===== config.mk =====
export PLATFORM = sky130hd
export DESIGN_NAME = erpm_fifo
export DESIGN_NICKNAME = d
export VERILOG_FILES = /design/src/hw/rtl/erpm_pkg.sv /design/src/hw/rtl/erpm_fifo.sv
export SDC_FILE = /design/constraint.sdc
export NUM_CORES = 1
export LEC_CHECK = 0
export CELL_PAD_IN_SITES_DETAIL_PLACEMENT = 0
export CELL_PAD_IN_SITES_GLOBAL_PLACEMENT = 1
export CORE_MARGIN = 3
export CORE_UTILIZATION = 55
export CTS_BUF_LIST = sky130_fd_sc_hd__clkbuf_8
export DETAILED_ROUTE_END_ITERATION = 7
export DONT_BUFFER_PORTS = 1
export GPL_ROUTABILITY_DRIVEN = 1
export GPL_TIMING_DRIVEN = 0
export PLACE_DENSITY_LB_ADDON = 0.12
export REMOVE_ABC_BUFFERS = 1
export SKIP_CTS_REPAIR_TIMING = 1
export SYNTH_ARGS = -nofsm -noshare
export SYNTH_HDL_FRONTEND = slang
export SYNTH_SLANG_ARGS = --single-unit

===== constraint.sdc =====
create_clock -name i_clk -period 3.9 [get_ports i_clk]
set_input_delay 0.195 -clock i_clk [delete_from_list [all_inputs] [get_ports i_clk]]
set_output_delay 0.195 -clock i_clk [all_outputs]
set_load 0.03 [all_outputs]

===== src/hw/rtl/erpm_pkg.sv =====
// ============================================================================
// erpm_pkg
// Shared types and constants of the encoder speed estimator.
// ============================================================================
package erpm_pkg;

    typedef enum logic {
        OP_SAMPLE = 1'b0,
        OP_REINIT = 1'b1
    } t_op;

    typedef struct packed {
        t_op         op;
        logic [31:0] count;
        logic [31:0] tick;
        logic [31:0] now;
    } t_item;

    localparam int NUM_W = 66;
    localparam int DEN_W = 48;
    localparam int QUO_W = 32;

    typedef struct packed {
        logic             busy;
        logic             done;
        logic             ovf;
        logic [QUO_W-1:0] quo;
    } t_div_res;

    typedef enum logic [2:0] {
        ST_IDLE,
        ST_CLASSIFY,
        ST_MUL,
        ST_SUM,
        ST_DIV,
        ST_EMA,
        ST_BLEND,
        ST_OUT
    } t_back_state;

    localparam logic [2:0] CFG_CPR     = 3'd0;
    localparam logic [2:0] CFG_REVERSE = 3'd1;
    localparam logic [2:0] CFG_ALPHA   = 3'd2;
    localparam logic [2:0] CFG_MAX_GAP = 3'd3;
    localparam logic [2:0] CFG_STALL   = 3'd4;

    localparam logic [15:0] CPR_RESET     = 16'd1024;
    localparam logic        REVERSE_RESET = 1'b0;
    localparam logic [16:0] ALPHA_RESET   = 17'd13107;
    localparam logic [31:0] MAX_GAP_RESET = 32'd100000;
    localparam logic [15:0] STALL_RESET   = 16'd100;

    // 60000000 * 256 = 3 * 2^32 + RPM_SCALE_LO
    localparam logic [31:0] RPM_SCALE_LO = 32'd2475098112;
    localparam logic [33:0] RPM_SCALE_HI = 34'd3;

    localparam logic [16:0] ALPHA_ONE = 17'd65536;
    localparam logic signed [50:0] EMA_ROUND = 51'sd32768;

    localparam logic signed [31:0] RPM_MAX = 32'sh7FFF_FFFF;
    localparam logic signed [31:0] RPM_MIN = 32'sh8000_0000;

endpackage


===== src/hw/rtl/erpm_fifo.sv =====
// ============================================================================
// erpm_fifo
// Front end: accepts snapshots, classifies them and queues them for the back end.
// ============================================================================
module erpm_fifo import erpm_pkg::*; #(
    parameter int DEPTH = 2
) (
    input  logic        i_clk,
    input  logic        i_rst_n,
    input  logic        i_in_valid,
    output logic        o_in_ready,
    input  logic        i_kind,
    input  logic [31:0] i_encoder_count,
    input  logic [31:0] i_timer_tick_us,
    input  logic [31:0] i_host_time_ms,
    output logic        o_q_valid,
    output t_item       o_q_item,
    input  logic        i_q_pop
);

    localparam int PTR_W = (DEPTH > 1) ? $clog2(DEPTH) : 1;
    localparam int CNT_W = $clog2(DEPTH + 1);

    t_item             r_mem [DEPTH];
    logic [PTR_W-1:0]  r_wr_ptr;
    logic [PTR_W-1:0]  r_rd_ptr;
    logic [CNT_W-1:0]  r_cnt;
    logic              w_push;
    logic              w_pop;
    t_item             w_item;

    assign o_in_ready = (r_cnt != CNT_W'(DEPTH));
    assign o_q_valid  = (r_cnt != '0);
    assign o_q_item   = r_mem[r_rd_ptr];
    assign w_push     = i_in_valid && o_in_ready;
    assign w_pop      = i_q_pop && o_q_valid;

    always_comb begin
        w_item.op    = i_kind ? OP_REINIT : OP_SAMPLE;
        w_item.count = i_encoder_count;
        w_item.tick  = i_timer_tick_us;
        w_item.now   = i_host_time_ms;
    end

    always_ff @(posedge i_clk) begin
        if (w_push) begin
            r_mem[r_wr_ptr] <= w_item;
        end
    end

    always_ff @(posedge i_clk) begin
        if (!i_rst_n) begin
            r_wr_ptr <= '0;
            r_rd_ptr <= '0;
            r_cnt    <= '0;
        end else begin
            if (w_push) begin
                r_wr_ptr <= (r_wr_ptr == PTR_W'(DEPTH - 1)) ? '0 : r_wr_ptr + 1'b1;
            end
            if (w_pop) begin
                r_rd_ptr <= (r_rd_ptr == PTR_W'(DEPTH - 1)) ? '0 : r_rd_ptr + 1'b1;
            end
            if (w_push && !w_pop) begin
                r_cnt <= r_cnt + 1'b1;
            end else if (w_pop && !w_push) begin
                r_cnt <= r_cnt - 1'b1;
            end
        end
    end

endmodule


==> impl_metrics.toml <==
[setup_path]
crit_fanout = 52
cp.arrival_ns = 2.14
worstSetupPathType = "flip-flop to output pin"
end_kind = "output pin"
critPathRequiredTime_ns = 3.70
start_kind = "flip-flop"

[clocking]
path_clk_slew_ns = 0.09
cts_tree = "yes"
insertion_delay_ns = 0.45
htree_levels = 4
cts_inserted_buffers = 17
clockRootBuffer = "clkbuf_8"
clockBufferDepth = 2
cts_sinks = 199

[timing]
drv_slew = 0
setup_slack_ns = 1.57
fmax_mhz = 429
fin_crit_sh = 0.598
rsz0062_at_grt = "false"
finalHoldViolations = 0
fin_worst_skew_ns = 0.00816
period_minus_slack_ns = 2.33
slew_headroom = 0.514
final.setup.tns_ns = 0
worstMarginPinSlew_ns = 0.729
setup_violations = 0

[route]
vias = 3275
drc = 0
first_pass_iters = 4
routed_wl_um = 12400
via_per_inst = 5.30
drt_iter0_drc = 266
wire_per_inst_um = 20.1
drtAntennaViolNets = 0

[floorplan]
ios = 200
die_x_um = 122
chipHeight_um = 122
start_util = 0.574
num_rows = 41
core_um2 = 12800
dieArea_um2 = 14800

[finish]
layout_commonest_cell = "edfxtp_1"
mostFrequentLayoutCells = "194 x edfxtp_1, 99 x dlygate4sd3_1, 67 x mux2_2, 30 x mux2_4, 17 x clkbuf_8"
fin_nets = 538
layoutNonFillerInstCount = 618
drive_gt1_frac = 0.297
area_delta_synth_final_pct = 21.9

[place]
placedCellCount = 490
place_hpwl_um = 7610
gp_congestion = 0.677
dp_slack_ns = 1.84
io_buffers = 0

[yosys]
avgSynthCellArea_um2 = 22.6
synthCells = 326
seq_area_frac_synth = 0.805
synth_compound_area_frac = 0.00476
synthXorXnorAreaFrac = 0.00357
synth_cell_types = 21
ys_ff_latch = 199
yosysWarnings = 0
synthSimpleGateAreaFrac = 0.00884
synth_top_family_by_area = "multiplexers"
yosys.area.top_type = "edfxtp_1"
syn_area_um2 = 7360
synth_top_cell_area_share = 0.792
synthMuxAreaShare = 0.164
yosys-top-cells-area = "edfxtp_1 79%, mux2_2 10%, mux2_4 6.1%"
synthAdderAreaFrac = 0.00170

[global_routing]
grt_pass1_vias = 2997
grt_pass1_wl_um = 17100
overflow = 0
grt_usage = 0.158
grt_max_degree = 53
antenna_found_initial = 1

[power_and_ir_drop]
leakage_nw = 3.02
power_density_nw_per_um2 = 647
vdd_drop_max_v = 0.000392

[run_status]
outcome = "completed"

[run]
drv_cap = 0

[worst_hold_path]
holdCritPathClass = "primary input to flip-flop"
## path summary, 6_finish.rpt
check / slack, ns / cells after the start / endpoint / from
setup / recovery: 1.57 / 2 / o_q_item[35] / flip-flop
hold / removal: 0.009 / 2 / r_wr_ptr$_SDFFE_PN0P_ / i_in_valid
setup reg to reg: 1.87 / 3 / r_mem[1][89]$_DFFE_PP_ / r_cnt[0]$_SDFFE_PN0P_
hold reg to reg: 0.57 / 2 / r_cnt[1]$_SDFFE_PN0P_ / r_cnt[1]$_SDFFE_PN0P_
## routing by layer
| metal | track usage | part of all wire | up-vias |
|---|---|---|---|
| li1 | - | - | 1502 |
| met1 | 0.175 | 0.39 | 1619 |
| met2 | 0.249 | 0.50 | 138 |
| met3 | 0.0938 | 0.089 | 16 |
| met4 | 0.0651 | 0.015 | 0 |
| met5 | 0 | 0 | - |
## layout make-up
cell class / count / area, um2
fillers: 820 / 3850
flip-flops and latches: 199 / 5930
diodes: 1 / 2.50
well taps: 172 / 215
multi-input cells: 115 / 1350
clock buffers: 17 / 234
inverters: 1 / 6.26
clock inverters: 11 / 161
repair buffers: 102 / 1070
## flip-flops by register name, summed over array words and instances, names as in the netlist, named ones only
signal    count
r_mem       194
r_cnt         2
r_rd_ptr      1
r_wr_ptr      1
## kinds of logic after synthesis
group	count (synthesis)
flip-flops	199
XOR/XNOR	3
buffers and inverters	12
adder cells (fa/ha/maj)	1
multiplexers	97
AND/OR/NAND/NOR	9
AO/OA/AOI/OAI	5
## critical path, stage by stage (launching register included)
cell and delay (ns):
dfxtp_4 0.79, buf_16 0.36, mux2_2 0.48
## per-stage QoR
stage / instance area, um2 / utilization / hold slack, ns / total power [mW]
6_report: 8970 / 0.700 / 0.00852 / 5.80
5_1_grt: 8970 / 0.700 / 0.0250 / 6.03
4_1_cts: 7980 / 0.622 / -0.208 / 5.77
3_5_place_dp: 7580 / 0.591 / 0.294 / 4.47
3_3_place_gp: 7490 / 0.584 / 0.294 / 4.53
2_1_floorplan: 7270 / - / 0.294 / 4.28
## where the power goes
group          internal (mW)  total (mW)  leakage (nW)  switching (mW)
clock                  0.678        1.31         0.198           0.632
sequential              2.67        2.81          1.85           0.137
combinational          0.575        1.69         0.968            1.11
## synthesized netlist by cell type, drive strengths merged
cell type  instances
edfxtp           194
mux2              97
buf               11
dfxtp              5
and2               4
a21boi             2
o21ai              2
xnor2              2
a21bo              1
and3               1
ha                 1
inv                1
nand2b             1
nand3b             1
or2                1
or3                1
xor2               1
Note: power is estimated with default switching activity, not from simulation.
