**config.mk**
```make
export PLATFORM = sky130hd
export DESIGN_NAME = erpm_div
export DESIGN_NICKNAME = d
export VERILOG_FILES = /design/src/hw/rtl/erpm_pkg.sv /design/src/hw/rtl/erpm_div.sv
export SDC_FILE = /design/constraint.sdc
export NUM_CORES = 1
export LEC_CHECK = 0
export BUFFER_PORTS_ARGS = -buffer_cell sky130_fd_sc_hd__clkbuf_2
export CORE_MARGIN = 4
export CORE_UTILIZATION = 35
export CTS_CLUSTER_DIAMETER = 80
export DETAILED_ROUTE_END_ITERATION = 8
export PLACE_DENSITY_LB_ADDON = 0.12
export SLEW_MARGIN = 30
export SYNTH_ARGS = -nofsm -noshare
export SYNTH_HDL_FRONTEND = slang
export SYNTH_SLANG_ARGS = --single-unit
```
**constraint.sdc**
```tcl
create_clock -name i_clk -period 4.5 [get_ports i_clk]
set_input_delay 0.45 -clock i_clk [delete_from_list [all_inputs] [get_ports i_clk]]
set_output_delay 0.45 -clock i_clk [all_outputs]
set_load 0.01 [all_outputs]
```
**src/hw/rtl/erpm_pkg.sv**
```systemverilog
// ============================================================================
// erpm_pkg
// Shared types and constants of the encoder speed estimator.
// ============================================================================
package erpm_pkg;

    typedef enum logic {
        OP_SAMPLE = 1'b0,
        OP_REINIT = 1'b1
    } t_op;

    typedef struct packed {
        t_op         op;
        logic [31:0] count;
        logic [31:0] tick;
        logic [31:0] now;
    } t_item;

    localparam int NUM_W = 66;
    localparam int DEN_W = 48;
    localparam int QUO_W = 32;

    typedef struct packed {
        logic             busy;
        logic             done;
        logic             ovf;
        logic [QUO_W-1:0] quo;
    } t_div_res;

    typedef enum logic [2:0] {
        ST_IDLE,
        ST_CLASSIFY,
        ST_MUL,
        ST_SUM,
        ST_DIV,
        ST_EMA,
        ST_BLEND,
        ST_OUT
    } t_back_state;

    localparam logic [2:0] CFG_CPR     = 3'd0;
    localparam logic [2:0] CFG_REVERSE = 3'd1;
    localparam logic [2:0] CFG_ALPHA   = 3'd2;
    localparam logic [2:0] CFG_MAX_GAP = 3'd3;
    localparam logic [2:0] CFG_STALL   = 3'd4;

    localparam logic [15:0] CPR_RESET     = 16'd1024;
    localparam logic        REVERSE_RESET = 1'b0;
    localparam logic [16:0] ALPHA_RESET   = 17'd13107;
    localparam logic [31:0] MAX_GAP_RESET = 32'd100000;
    localparam logic [15:0] STALL_RESET   = 16'd100;

    // 60000000 * 256 = 3 * 2^32 + RPM_SCALE_LO
    localparam logic [31:0] RPM_SCALE_LO = 32'd2475098112;
    localparam logic [33:0] RPM_SCALE_HI = 34'd3;

    localparam logic [16:0] ALPHA_ONE = 17'd65536;
    localparam logic signed [50:0] EMA_ROUND = 51'sd32768;

    localparam logic signed [31:0] RPM_MAX = 32'sh7FFF_FFFF;
    localparam logic signed [31:0] RPM_MIN = 32'sh8000_0000;

endpackage

```
**src/hw/rtl/erpm_div.sv**
```systemverilog
// ============================================================================
// erpm_div
// Serial restoring divider with overflow detection, one quotient bit per cycle.
// ============================================================================
module erpm_div import erpm_pkg::*; (
    input  logic             i_clk,
    input  logic             i_rst_n,
    input  logic             i_start,
    input  logic [NUM_W-1:0] i_num,
    input  logic [DEN_W-1:0] i_den,
    output t_div_res         o_res
);

    localparam int CNT_W = $clog2(QUO_W);
    localparam int HI_W  = NUM_W - QUO_W;

    logic             r_busy;
    logic             r_done;
    logic             r_ovf;
    logic [DEN_W-1:0] r_rem;
    logic [DEN_W-1:0] r_den;
    logic [QUO_W-1:0] r_shift;
    logic [CNT_W-1:0] r_cnt;
    logic [DEN_W-1:0] w_num_hi;
    logic             w_ovf;
    logic [DEN_W+1:0] w_trial;
    logic             w_fits;

    assign w_num_hi = DEN_W'(i_num[NUM_W-1:QUO_W]);
    assign w_ovf    = ({{(DEN_W - HI_W){1'b0}}, i_num[NUM_W-1:QUO_W]} >= i_den);
    assign w_trial  = {1'b0, r_rem, r_shift[QUO_W-1]} - {2'b00, r_den};
    assign w_fits   = !w_trial[DEN_W+1];

    always_ff @(posedge i_clk) begin
        if (!i_rst_n) begin
            r_busy <= 1'b0;
            r_done <= 1'b0;
        end else begin
            r_done <= 1'b0;
            if (i_start) begin
                r_busy <= !w_ovf;
                r_done <= w_ovf;
            end else if (r_busy && (r_cnt == CNT_W'(QUO_W - 1))) begin
                r_busy <= 1'b0;
                r_done <= 1'b1;
            end
        end
    end

    always_ff @(posedge i_clk) begin
        if (i_start) begin
            r_ovf   <= w_ovf;
            r_rem   <= w_num_hi;
            r_den   <= i_den;
            r_shift <= i_num[QUO_W-1:0];
            r_cnt   <= '0;
        end else if (r_busy) begin
            r_rem   <= w_fits ? w_trial[DEN_W-1:0] : {r_rem[DEN_W-2:0], r_shift[QUO_W-1]};
            r_shift <= {r_shift[QUO_W-2:0], w_fits};
            r_cnt   <= r_cnt + 1'b1;
        end
    end

    always_comb begin
        o_res.busy = r_busy;
        o_res.done = r_done;
        o_res.ovf  = r_ovf;
        o_res.quo  = r_shift;
    end

endmodule

```
==> results by group <==
Global routing
  • Grt total ovfl: 0
  • Global-route wire length before repair: 44.3 mm
  • Initial antenna violation count: 0
  • Largest net degree at the start of global routing: 48
  • Total Routing Usage GR: 18.2%
  • Vias in the first global route: 8,043

Yosys
  • Syn nets: 1,242
  • Syn Std Cell Area: 9670 sq um
  • Synth area leaders: edfxtp_1, ha_1, dfxtp_1
  • Fraction of registers with async set/reset: 0%
  • Area fraction of the dominant cell type after synthesis: 35.7%
  • Mapped Cells: 1,040
  • Syn avg cell area: 9.30 sq um
  • Most frequent cells after synthesis: edfxtp_1, inv_1, nand2_1
  • Most used DFF post-synth: edfxtp_1
  • Synth Warn #: 0
  • Number of flops mapped to enable cells by yosys: 115
  • Register area share after synthesis: 40.1%
  • Seq cells post-synth: 136
  • Yosys top cell by area: edfxtp_1
  • Cell variety after synth: 78
  • Most numerous cell in the Yosys netlist: edfxtp_1

Timing
  • Tmin final: 3.71 ns
  • RSZ-0062 raised after global routing: no
  • Achievable Freq: 270 MHz
  • Final worst slack: 0.790 ns
  • Clock skew: 0.0167 ns
  • Slew headroom: 41.4%
  • Max Slew Vio Count: 0
  • Fin. Hold Viols: 0
  • Final setup vio count: 0
  • Setup_tns: 0 ns
  • Period utilization: 82.5%
  • Slew @ Worst Pin: 0.878 ns

Floorplanning
  • Core Rows: 60
  • Die X: 174 um
  • Core Region: 27,100 sq um
  • Die Y: 174 um
  • Die area: 30,400 sq um
  • Ports: 152
  • Starting density of the core: 35.7%

Drt
  • Iteration-0 DRC Markers: 455
  • Via count: 8,068
  • Routed WL: 27.8 mm
  • WL/cell: 17.8 um
  • Pre-antenna DRT Iters: 5
  • Routed vias/inst: 5.17
  • ANT nets after route: 0
  • Remaining DRCs: 0

Placed design
  • Placed cell count: 1,528
  • Worst slack, placed: 0.887 ns
  • GP Congestion: 0.880
  • PortBufs: 151
  • DP Area: 10,800 sq um
  • Post-DP HPWL: 21.3 mm

Cells and area
  • Share of cells above drive strength 1: 20.7%
  • Fin nets: 1,377
  • Fillers: 2,715
  • Layout Utilization: 41.9%
  • Post-layout instance area: 11,400 sq um
  • Number of diodes: 0
  • Synth-to-Final Area Change: 17.5%
  • Post-Layout Cell Count: 1,560

Setup path
  • CP Class: reg -> reg
  • CP arrival: 3.89 ns
  • FF-to-FF path depth: 11
  • CP Capture Type: flop
  • CP max FO: 30
  • CP Launch Type: flop
  • Critical Path RT: 4.68 ns

Clock network
  • H-tree levels: 4
  • Postcts setup bufs: 0
  • Num CTS Buffers: 17
  • Root Driver: clkbuf_16
  • Cts repair resizes: 0
  • CTS sink count: 136
  • Max clock buf depth: 2
  • Clock transition at path regs: 0.07 ns
  • CTS tree: done
  • CTS Hold Bufs: 0
  • Worst skew pair latency: 0.44 ns

Power and ir drop
  • Net Sw Frac: 34.9%
  • Net Sw Power: 1.57 mW
  • Worst IR Drop VDD: 0.000315 V
  • Clk pwr share: 31.9%
  • Flop pwr share: 35.6%
  • Logic gate share of total power: 32.5%
  • P_leak: 5.06 nW
  • Pint: 2.92 mW
  • Pwr/cell area: 395 nW/um^2

Worst hold path
  • Hold Crit Depth: 1
  • Hold Crit Class: in -> reg

Status
  • Status: completed

Job
  • Max cap viols: 0
## layer usage
metal	wire length, um	GRT usage (%)	vias up
li1	-	-	4085
met1	13300	25.0	3764
met2	12600	28.7	200
met3	1580	4.68	19
met4	387	4.62	0
met5	0	0	-
## metrics by stage
stage / power (mW) / hold WS [ns]
after detailed placement: 3.07 / 0.487
after global routing: 4.76 / 0.187
after CTS: 4.53 / 0.182
after floorplan: 2.65 / 0.467
after global placement: 3.08 / 0.482
final: 4.49 / 0.202
## critical path: stages, from the launching register on
cell	delay [ns]
edfxtp_1	0.41
ha_1	0.38
a21oi_1	0.23
o21ai_0	0.20
a32oi_1	0.31
a21oi_1	0.13
o21ai_0	0.39
a31oi_4	0.20
or2_1	0.45
buf_12	0.26
or3_1	0.31
and4_1	0.19
## path summary, 6_finish.rpt
| check | start | endpoint | slack [ns] |
|---|---|---|---|
| setup / recovery | r_rem[19]$_DFFE_PP_ | r_rem[25]$_DFFE_PP_ | 0.79 |
| hold / removal | i_den[38] | r_den[38]$_DFFE_PP_ | 0.20 |
| setup reg to reg | r_rem[19]$_DFFE_PP_ | r_rem[25]$_DFFE_PP_ | 0.79 |
| hold reg to reg | r_rem[40]$_SDFFE_PP0P_ | r_rem[40]$_SDFFE_PP0P_ | 0.50 |
## state kept, by name (all words and copies together), names as in the netlist
register	count
r_ovf	1
r_cnt	5
r_shift	32
r_den	48
r_busy	1
r_rem	48
r_done	1
## layout by cell type (no fill, tap or decap), types with 6 or more instances in the layout
master,synthesis,layout
inv_6,0,6
ha_1,84,84
inv_1,105,104
nand2b_1,11,11
and3_1,8,8
mux2_2,35,35
clkbuf_2,1,150
xor2_1,11,11
xnor2_1,19,19
a21oi_1,74,74
a211o_1,6,6
nand3_1,24,24
nand4_1,20,20
or3_1,12,12
a211oi_1,7,7
or2_2,6,6
nand2_1,105,105
mux2i_1,6,6
o21bai_1,11,11
a21o_1,40,40
nor2_1,81,81
clkbuf_16,0,18
edfxtp_1,115,115
a311oi_1,9,9
a31oi_1,27,27
nor3_1,13,13
buf_4,4,11
o21a_1,7,7
nor2b_1,8,8
dfxtp_1,21,21
o21ai_0,45,45
## layout make-up
class / instances / area (sq um) / share of cell area (%)
Tap cell: 372 / 465 / 4.10
Timing Repair Buffer: 163 / 873 / 7.69
Clock buffer: 19 / 454 / 4.00
Inverter: 105 / 394 / 3.47
Clock inverter: 13 / 129 / 1.13
Sequential cell: 136 / 3870 / 34.1
Multi-Input combinational cell: 752 / 5170 / 45.5
## cell families (layout without fill, tap and decap cells)
group	after synthesis	count (layout)	synth area share [%]
fa+ha+maj	85	85	11.1
xor+xnor	30	30	2.72
flops	136	136	40.1
buf+inv	152	300	6.48
mux	41	41	4.70
compound gates	283	283	19.5
simple gates	313	313	15.4
## power groups by stage
stage	Sequential [mW]	Clock (mW)	Combinational, mW
after CTS	1.60	1.47	1.46
final	1.60	1.43	1.46
after global placement	1.62	0	1.46
after floorplan	1.62	0	1.03
after global routing	1.61	1.52	1.63
after detailed placement	1.62	0	1.45
Power figures use the tool's default switching activity.
