[src/hw/rtl/erpm_pkg.sv]
// ============================================================================
// erpm_pkg
// Shared types and constants of the encoder speed estimator.
// ============================================================================
package erpm_pkg;

    typedef enum logic {
        OP_SAMPLE = 1'b0,
        OP_REINIT = 1'b1
    } t_op;

    typedef struct packed {
        t_op         op;
        logic [31:0] count;
        logic [31:0] tick;
        logic [31:0] now;
    } t_item;

    localparam int NUM_W = 66;
    localparam int DEN_W = 48;
    localparam int QUO_W = 32;

    typedef struct packed {
        logic             busy;
        logic             done;
        logic             ovf;
        logic [QUO_W-1:0] quo;
    } t_div_res;

    typedef enum logic [2:0] {
        ST_IDLE,
        ST_CLASSIFY,
        ST_MUL,
        ST_SUM,
        ST_DIV,
        ST_EMA,
        ST_BLEND,
        ST_OUT
    } t_back_state;

    localparam logic [2:0] CFG_CPR     = 3'd0;
    localparam logic [2:0] CFG_REVERSE = 3'd1;
    localparam logic [2:0] CFG_ALPHA   = 3'd2;
    localparam logic [2:0] CFG_MAX_GAP = 3'd3;
    localparam logic [2:0] CFG_STALL   = 3'd4;

    localparam logic [15:0] CPR_RESET     = 16'd1024;
    localparam logic        REVERSE_RESET = 1'b0;
    localparam logic [16:0] ALPHA_RESET   = 17'd13107;
    localparam logic [31:0] MAX_GAP_RESET = 32'd100000;
    localparam logic [15:0] STALL_RESET   = 16'd100;

    // 60000000 * 256 = 3 * 2^32 + RPM_SCALE_LO
    localparam logic [31:0] RPM_SCALE_LO = 32'd2475098112;
    localparam logic [33:0] RPM_SCALE_HI = 34'd3;

    localparam logic [16:0] ALPHA_ONE = 17'd65536;
    localparam logic signed [50:0] EMA_ROUND = 51'sd32768;

    localparam logic signed [31:0] RPM_MAX = 32'sh7FFF_FFFF;
    localparam logic signed [31:0] RPM_MIN = 32'sh8000_0000;

endpackage

[src/hw/rtl/erpm_back.sv]
// ============================================================================
// erpm_back
// Back end: updates the tracking state, computes rpm and the moving average.
// ============================================================================
module erpm_back import erpm_pkg::*; (
    input  logic                i_clk,
    input  logic                i_rst_n,
    input  logic                i_q_valid,
    input  t_item               i_q_item,
    output logic                o_q_pop,
    input  logic [15:0]         i_counts_per_rev,
    input  logic                i_reverse_direction,
    input  logic [16:0]         i_ema_alpha,
    input  logic [31:0]         i_max_tick_gap,
    input  logic [15:0]         i_stall_timeout_ms,
    output logic                o_div_start,
    output logic [NUM_W-1:0]    o_div_num,
    output logic [DEN_W-1:0]    o_div_den,
    input  t_div_res            i_div_res,
    output logic                o_out_valid,
    input  logic                i_out_ready,
    output logic signed [31:0]  o_raw_rpm,
    output logic signed [31:0]  o_filtered_rpm,
    output logic                o_armed
);

    t_back_state r_state;
    t_back_state n_state;

    t_item              r_item;
    logic [31:0]        r_prev_count;
    logic [31:0]        r_prev_tick;
    logic [31:0]        r_last_ms;
    logic signed [31:0] r_raw;
    logic signed [31:0] r_filt;
    logic               r_seed;
    logic               r_synced;
    logic [31:0]        r_mag;
    logic               r_neg;
    logic [31:0]        r_dtick;
    logic [63:0]        r_plo;
    logic [33:0]        r_m3;
    logic [DEN_W-1:0]   r_den;
    logic signed [50:0] r_prod;
    logic               r_out_valid;
    logic signed [31:0] r_out_raw;
    logic signed [31:0] r_out_filt;
    logic               r_out_armed;

    logic               w_reinit;
    logic [31:0]        w_dtick;
    logic [31:0]        w_dcount;
    logic [31:0]        w_elapsed;
    logic               w_moved;
    logic               w_stalled;
    logic               w_gap_bad;
    logic               w_measure;
    logic [15:0]        w_cpr;
    logic [16:0]        w_alpha;
    logic signed [17:0] w_alpha_s;
    logic signed [32:0] w_diff;
    logic signed [50:0] w_blend_sum;
    logic [32:0]        w_q33;
    logic signed [31:0] w_dir_rpm;
    logic signed [31:0] w_rpm;
    logic               w_out_free;
    logic               w_out_load;

    assign w_reinit  = (r_item.op == OP_REINIT);
    assign w_dtick   = r_item.tick - r_prev_tick;
    assign w_dcount  = r_item.count - r_prev_count;
    assign w_elapsed = r_item.now - r_last_ms;
    assign w_moved   = (w_dcount != '0);
    assign w_stalled = (w_elapsed > {16'h0000, i_stall_timeout_ms});
    assign w_gap_bad = (w_dtick > i_max_tick_gap);
    assign w_measure = !w_reinit && w_moved && r_synced && (w_dtick != '0) && !w_gap_bad;

    assign w_cpr     = (i_counts_per_rev == '0) ? 16'd1 : i_counts_per_rev;
    assign w_alpha   = (i_ema_alpha > ALPHA_ONE) ? ALPHA_ONE : i_ema_alpha;
    assign w_alpha_s = signed'({1'b0, w_alpha});
    assign w_diff    = 33'(r_raw) - 33'(r_filt);
    assign w_blend_sum = {{3{r_filt[31]}}, r_filt, 16'h0000} + r_prod + EMA_ROUND;

    assign w_q33 = i_div_res.ovf ? 33'h1_FFFF_FFFF : {1'b0, i_div_res.quo};

    always_comb begin
        if (r_neg) begin
            w_dir_rpm = (w_q33 >= 33'h0_8000_0000) ? RPM_MIN : signed'(32'h0 - w_q33[31:0]);
        end else begin
            w_dir_rpm = (w_q33 >= 33'h0_7FFF_FFFF) ? RPM_MAX : signed'(w_q33[31:0]);
        end
        if (i_reverse_direction) begin
            w_rpm = (w_dir_rpm == RPM_MIN) ? RPM_MAX : 32'sd0 - w_dir_rpm;
        end else begin
            w_rpm = w_dir_rpm;
        end
    end

    assign w_out_free = !r_out_valid || i_out_ready;

    always_comb begin
        n_state = r_state;
        unique case (r_state)
            ST_IDLE: begin
                if (i_q_valid) begin
                    n_state = ST_CLASSIFY;
                end
            end
            ST_CLASSIFY: begin
                if (w_reinit) begin
                    n_state = ST_OUT;
                end else if (w_measure) begin
                    n_state = ST_MUL;
                end else begin
                    n_state = ST_EMA;
                end
            end
            ST_MUL:   n_state = ST_SUM;
            ST_SUM:   n_state = ST_DIV;
            ST_DIV: begin
                if (i_div_res.done) begin
                    n_state = ST_EMA;
                end
            end
            ST_EMA:   n_state = r_seed ? ST_OUT : ST_BLEND;
            ST_BLEND: n_state = ST_OUT;
            ST_OUT: begin
                if (w_out_free) begin
                    n_state = ST_IDLE;
                end
            end
            default:  n_state = ST_IDLE;
        endcase
    end

    always_comb begin
        o_q_pop     = (r_state == ST_IDLE) && i_q_valid;
        o_div_start = (r_state == ST_SUM);
        w_out_load  = (r_state == ST_OUT) && w_out_free;
        o_div_num   = {2'b00, r_plo} + {r_m3, 32'h0000_0000};
        o_div_den   = r_den;
    end

    always_ff @(posedge i_clk) begin
        if (!i_rst_n) begin
            r_state      <= ST_IDLE;
            r_prev_count <= '0;
            r_prev_tick  <= '0;
            r_last_ms    <= '0;
            r_raw        <= '0;
            r_filt       <= '0;
            r_seed       <= 1'b1;
            r_synced     <= 1'b0;
            r_out_valid  <= 1'b0;
        end else begin
            r_state <= n_state;
            if (r_state == ST_CLASSIFY) begin
                if (w_reinit) begin
                    r_prev_count <= r_item.count;
                    r_prev_tick  <= r_item.tick;
                    r_last_ms    <= r_item.now;
                    r_raw        <= '0;
                    r_filt       <= '0;
                    r_seed       <= 1'b1;
                    r_synced     <= 1'b0;
                end else if (w_moved) begin
                    if (!r_synced) begin
                        r_prev_count <= r_item.count;
                        r_prev_tick  <= r_item.tick;
                        r_last_ms    <= r_item.now;
                        r_synced     <= 1'b1;
                        r_raw        <= '0;
                    end else if (w_dtick != '0) begin
                        r_prev_count <= r_item.count;
                        r_prev_tick  <= r_item.tick;
                        r_last_ms    <= r_item.now;
                        if (w_gap_bad) begin
                            r_raw <= '0;
                        end
                    end
                end else if (w_stalled) begin
                    r_raw    <= '0;
                    r_synced <= 1'b0;
                end
            end
            if ((r_state == ST_DIV) && i_div_res.done) begin
                r_raw <= w_rpm;
            end
            if ((r_state == ST_EMA) && r_seed) begin
                r_filt <= r_raw;
                r_seed <= 1'b0;
            end
            if (r_state == ST_BLEND) begin
                r_filt <= w_blend_sum[47:16];
            end
            if (w_out_load) begin
                r_out_valid <= 1'b1;
            end else if (i_out_ready) begin
                r_out_valid <= 1'b0;
            end
        end
    end

    always_ff @(posedge i_clk) begin
        if (o_q_pop) begin
            r_item <= i_q_item;
        end
        if (r_state == ST_CLASSIFY) begin
            r_neg   <= w_dcount[31];
            r_mag   <= w_dcount[31] ? 32'h0 - w_dcount : w_dcount;
            r_dtick <= w_dtick;
        end
        if (r_state == ST_MUL) begin
            r_plo <= 64'(r_mag) * 64'(RPM_SCALE_LO);
            r_m3  <= 34'(r_mag) * RPM_SCALE_HI;
            r_den <= DEN_W'(w_cpr) * DEN_W'(r_dtick);
        end
        if ((r_state == ST_EMA) && !r_seed) begin
            r_prod <= 51'(w_alpha_s) * 51'(w_diff);
        end
        if (w_out_load) begin
            r_out_raw   <= r_raw;
            r_out_filt  <= r_filt;
            r_out_armed <= r_synced;
        end
    end

    assign o_out_valid    = r_out_valid;
    assign o_raw_rpm      = r_out_raw;
    assign o_filtered_rpm = r_out_filt;
    assign o_armed        = r_out_armed;

endmodule

[config.mk]
export PLATFORM = sky130hd
export DESIGN_NAME = erpm_back
export DESIGN_NICKNAME = d
export VERILOG_FILES = /design/src/hw/rtl/erpm_pkg.sv /design/src/hw/rtl/erpm_back.sv
export SDC_FILE = /design/constraint.sdc
export NUM_CORES = 2
export LEC_CHECK = 0
export ABC_CLOCK_PERIOD_IN_PS = 31900
export BUFFER_PORTS_ARGS = -buffer_cell sky130_fd_sc_hd__buf_4
export CAP_MARGIN = 20
export CORE_ASPECT_RATIO = 0.5
export CORE_MARGIN = 2
export CORE_UTILIZATION = 47
export CTS_CLUSTER_DIAMETER = 40
export DETAILED_ROUTE_END_ITERATION = 8
export SYNTH_ARGS = -nofsm -noshare
export SYNTH_HDL_FRONTEND = slang
export SYNTH_SLANG_ARGS = --single-unit
[constraint.sdc]
create_clock -name i_clk -period 31.9 [get_ports i_clk]
set_clock_uncertainty 0.2 [all_clocks]
set_input_delay 3.19 -clock i_clk [delete_from_list [all_inputs] [get_ports i_clk]]
set_output_delay 3.19 -clock i_clk [all_outputs]
set_load 0.02 [all_outputs]
==> impl_metrics.env <==
export IMPL_status="completed"
export IMPL_min_path_type="reg -> reg"
export IMPL_rows=104
export IMPL_drive_gt1_share_pct=8.08
export IMPL_cp_arrival_ns=11.86
export IMPL_slew_violations=0
export IMPL_yosysSeqAreaShare_pct=19.5
export IMPL_cts_tree="done"
export IMPL_rsz0062_at_grt="false"
export IMPL_synth_edf_count=388
export IMPL_synth_top_cell_area_share_pct=29.4
export IMPL_hpwl_um=163000
export IMPL_detail_route_iter0_violations=3757
export IMPL_dr_pass1_iters=6
export IMPL_cts_buffer_depth=3
export IMPL_worst_path_largest_cell_delay_ns=0.86
export IMPL_synth_cell_types=99
export IMPL_synth_flop_cell="edfxtp_1"
export IMPL_setup_viol_count_final=0
export IMPL_timing_rr_start="r_raw[0]"
export IMPL_synthMuxAreaShare_pct=1.48
export IMPL_synth_xor_area_share_pct=3.84
export IMPL_syn_area_um2=76800
export IMPL_rr_worst_depth=34
export IMPL_period_share_pct=36.5
export IMPL_synth_area_leaders="fa_1 29%, edfxtp_1 15%, ha_1 11%, inv_1 7.3%, nand2_1 4.8%"
export IMPL_synth_top_area_cell="fa_1"
export IMPL_grt_max_degree=99
export IMPL_grt_ovfl_total=0
export IMPL_post_cts_buffers=0
export IMPL_min_period_ns=11.65
export IMPL_cp_top_family="compound AO/OA/AOI/OAI gates"
export IMPL_synth_simple_area_share_pct=14.7
export IMPL_vias=58300
export IMPL_synth_most_common_cell="inv_1"
export IMPL_relSlewSlack_pct=24.6
export IMPL_antenna_found_initial=24
export IMPL_clk_insertion_delay_late_ns=0.66
export IMPL_final_antenna_net_count=0
export IMPL_cts_inserted_buffers=77
export IMPL_grt_pass1_vias=59000
export IMPL_grt_usage_pct=25.0
export IMPL_wl_per_cell_um=19.1
export IMPL_cts_resized=0
export IMPL_top_level_ports=400
export IMPL_worst_hold_path_num_cells=2
export IMPL_initial_core_util_pct=47.5
export IMPL_die_w_um=576
export IMPL_crit_path_end_kind="flip-flop"
export IMPL_r2r_end="r_prod[47]"
export IMPL_clk_transition_reported_paths_ns=0.06
export IMPL_coreArea_um2=162000
export IMPL_root_buffer="clkbuf_16"
export IMPL_nFillCells=15200
export IMPL_crit_buf_inv=5
export IMPL_viasPerCell=5.39
export IMPL_gp_congestion=0.897
export IMPL_crit_fanout=24
export IMPL_clock_sinks=554
export IMPL_regArea_um2=15000
export IMPL_ys_seq_elements=554
export IMPL_synth_compound_area_share_pct=10.7
export IMPL_die_h_um=290
export IMPL_placed_cells=10700
export IMPL_dieArea_um2=167000
export IMPL_syn_to_final_growth_pct=10.1
export IMPL_hold_buffers=0
export IMPL_max_freq_ghz=0.0859
export IMPL_min_from="r_prev_tick[22]"
export IMPL_portBuffers=382
export IMPL_fin_cells=10800
export IMPL_fin_tns_setup_ns=0
export IMPL_cp_start_kind="primary input"
export IMPL_synth_async_reset_ratio_pct=0
export IMPL_min_to="r_prev_tick[22]"
export IMPL_yosys_warnings=0
export IMPL_syn_area_per_cell_um2=9.24
export IMPL_hold_viol=0
export IMPL_netlist_instances=8315
export IMPL_synth_top_family_by_area="adder cells"
export IMPL_nets=10600
export IMPL_crit_type="in -> reg"
export IMPL_cap_violations=0
export IMPL_synthAdderAreaFrac_pct=40.6
export IMPL_cts_htree_levels=3
export IMPL_multiInputGateArea_um2=54900
export IMPL_grt_pass1_wl_um=330000
export IMPL_ys_top_cells_by_count="1504 x inv_1, 1128 x fa_1, 984 x nand2_1, 688 x ha_1, 590 x nor2_1"
export IMPL_tightest_slew_ns=1.13
export IMPL_critical_path_slowest_cell="nand2_1"
export IMPL_drt_wl_total_um=207000
export IMPL_crit_required_ns=32.11
export IMPL_drc=0
export IMPL_rrSetupSlack_ns=21.02
final cells by class:
type | count | area share (%)
Multi-Input combinational cell | 5954 | 65.0
Sequential cell | 554 | 17.7
Antenna cell | 14 | 0.0414
Inverter | 1506 | 6.69
Timing Repair Buffer | 473 | 4.23
Clock inverter | 56 | 0.747
Clock buffer | 87 | 2.40
Tap cell | 2173 | 3.22
per-stage QoR:
step                util, %  instance area (um^2)  hold WS [ns]  worst slack (ns)
global route           52.3                 84600         0.271             19.71
floorplan                 -                 76900         0.235             18.31
finish                 52.3                 84600         0.252             20.25
CTS                    52.3                 84500         0.257             20.41
global placement       50.6                 81800         0.243             19.79
detailed placement     50.6                 81800         0.246             19.75
kinds of logic (layout without fill, tap and decap cells):
kind of cell,Yosys count,after routing
and+or+nand+nor,2444,2444
buffers and inverters,1822,2122
adders and majority gates,1816,1816
AOI/OAI and AO/OA,1228,1228
DFF,554,554
xor gates and xnor gates,337,337
muxes,113,113
other,1,30
worst max path at each step:
stage / from / endpoint / cells after the start
after global placement: i_ema_alpha[3] / r_prod[46] / 28
after floorplan: i_q_valid / o_q_pop / 2
after detailed placement: i_ema_alpha[0] / r_prod[46] / 28
after global routing: i_ema_alpha[9] / r_prod[46] / 28
final: i_ema_alpha[12] / r_prod[46] / 28
after CTS: i_ema_alpha[0] / r_prod[46] / 28
worst register-to-register path, delay by kind of cell, from the launching register on:
kind	cells	cell delay [ns]
flip-flops	1	0.39
AND/OR/NAND/NOR	5	1.08
buffers and inverters	6	0.36
AO/OA/AOI/OAI	12	3.67
adder cells (fa/ha/maj)	9	4.02
XOR/XNOR	2	0.93
registers in the layout (all words and copies together) (netlist names), 33 cells and up:
name and count:
r_prod 33, r_m3 34, r_plo 46, o_div_den 48, r_item 96
cell usage in the layout, fill, tap and decap left out, types with 66 or more instances in the layout:
| cell type | instances |
|---|---|
| a21o_1 | 136 |
| a21oi_1 | 321 |
| and2_1 | 252 |
| buf_4 | 470 |
| clkbuf_16 | 78 |
| dfxtp_1 | 166 |
| edfxtp_1 | 388 |
| fa_1 | 1128 |
| ha_1 | 688 |
| inv_1 | 1503 |
| mux2i_1 | 108 |
| nand2_1 | 983 |
| nand2b_1 | 66 |
| nand3_1 | 118 |
| nor2_1 | 588 |
| nor3_1 | 120 |
| o21a_1 | 90 |
| o21ai_0 | 189 |
| xnor2_1 | 232 |
| xor2_1 | 100 |
per-layer routing:
layer	up-vias	track usage [%]	share of wire, %	routed length, um
li1	27400	-	-	-
met1	29100	33.2	43	88900
met4	0	8.07	3.1	6400
met5	-	0	0	0
met3	308	2.86	4.8	9850
met2	1464	42.6	49	101000
Power is left out: the tool's default activity adds up to more than one toggle a clock period on the data nets, which glitch-free logic cannot reach.
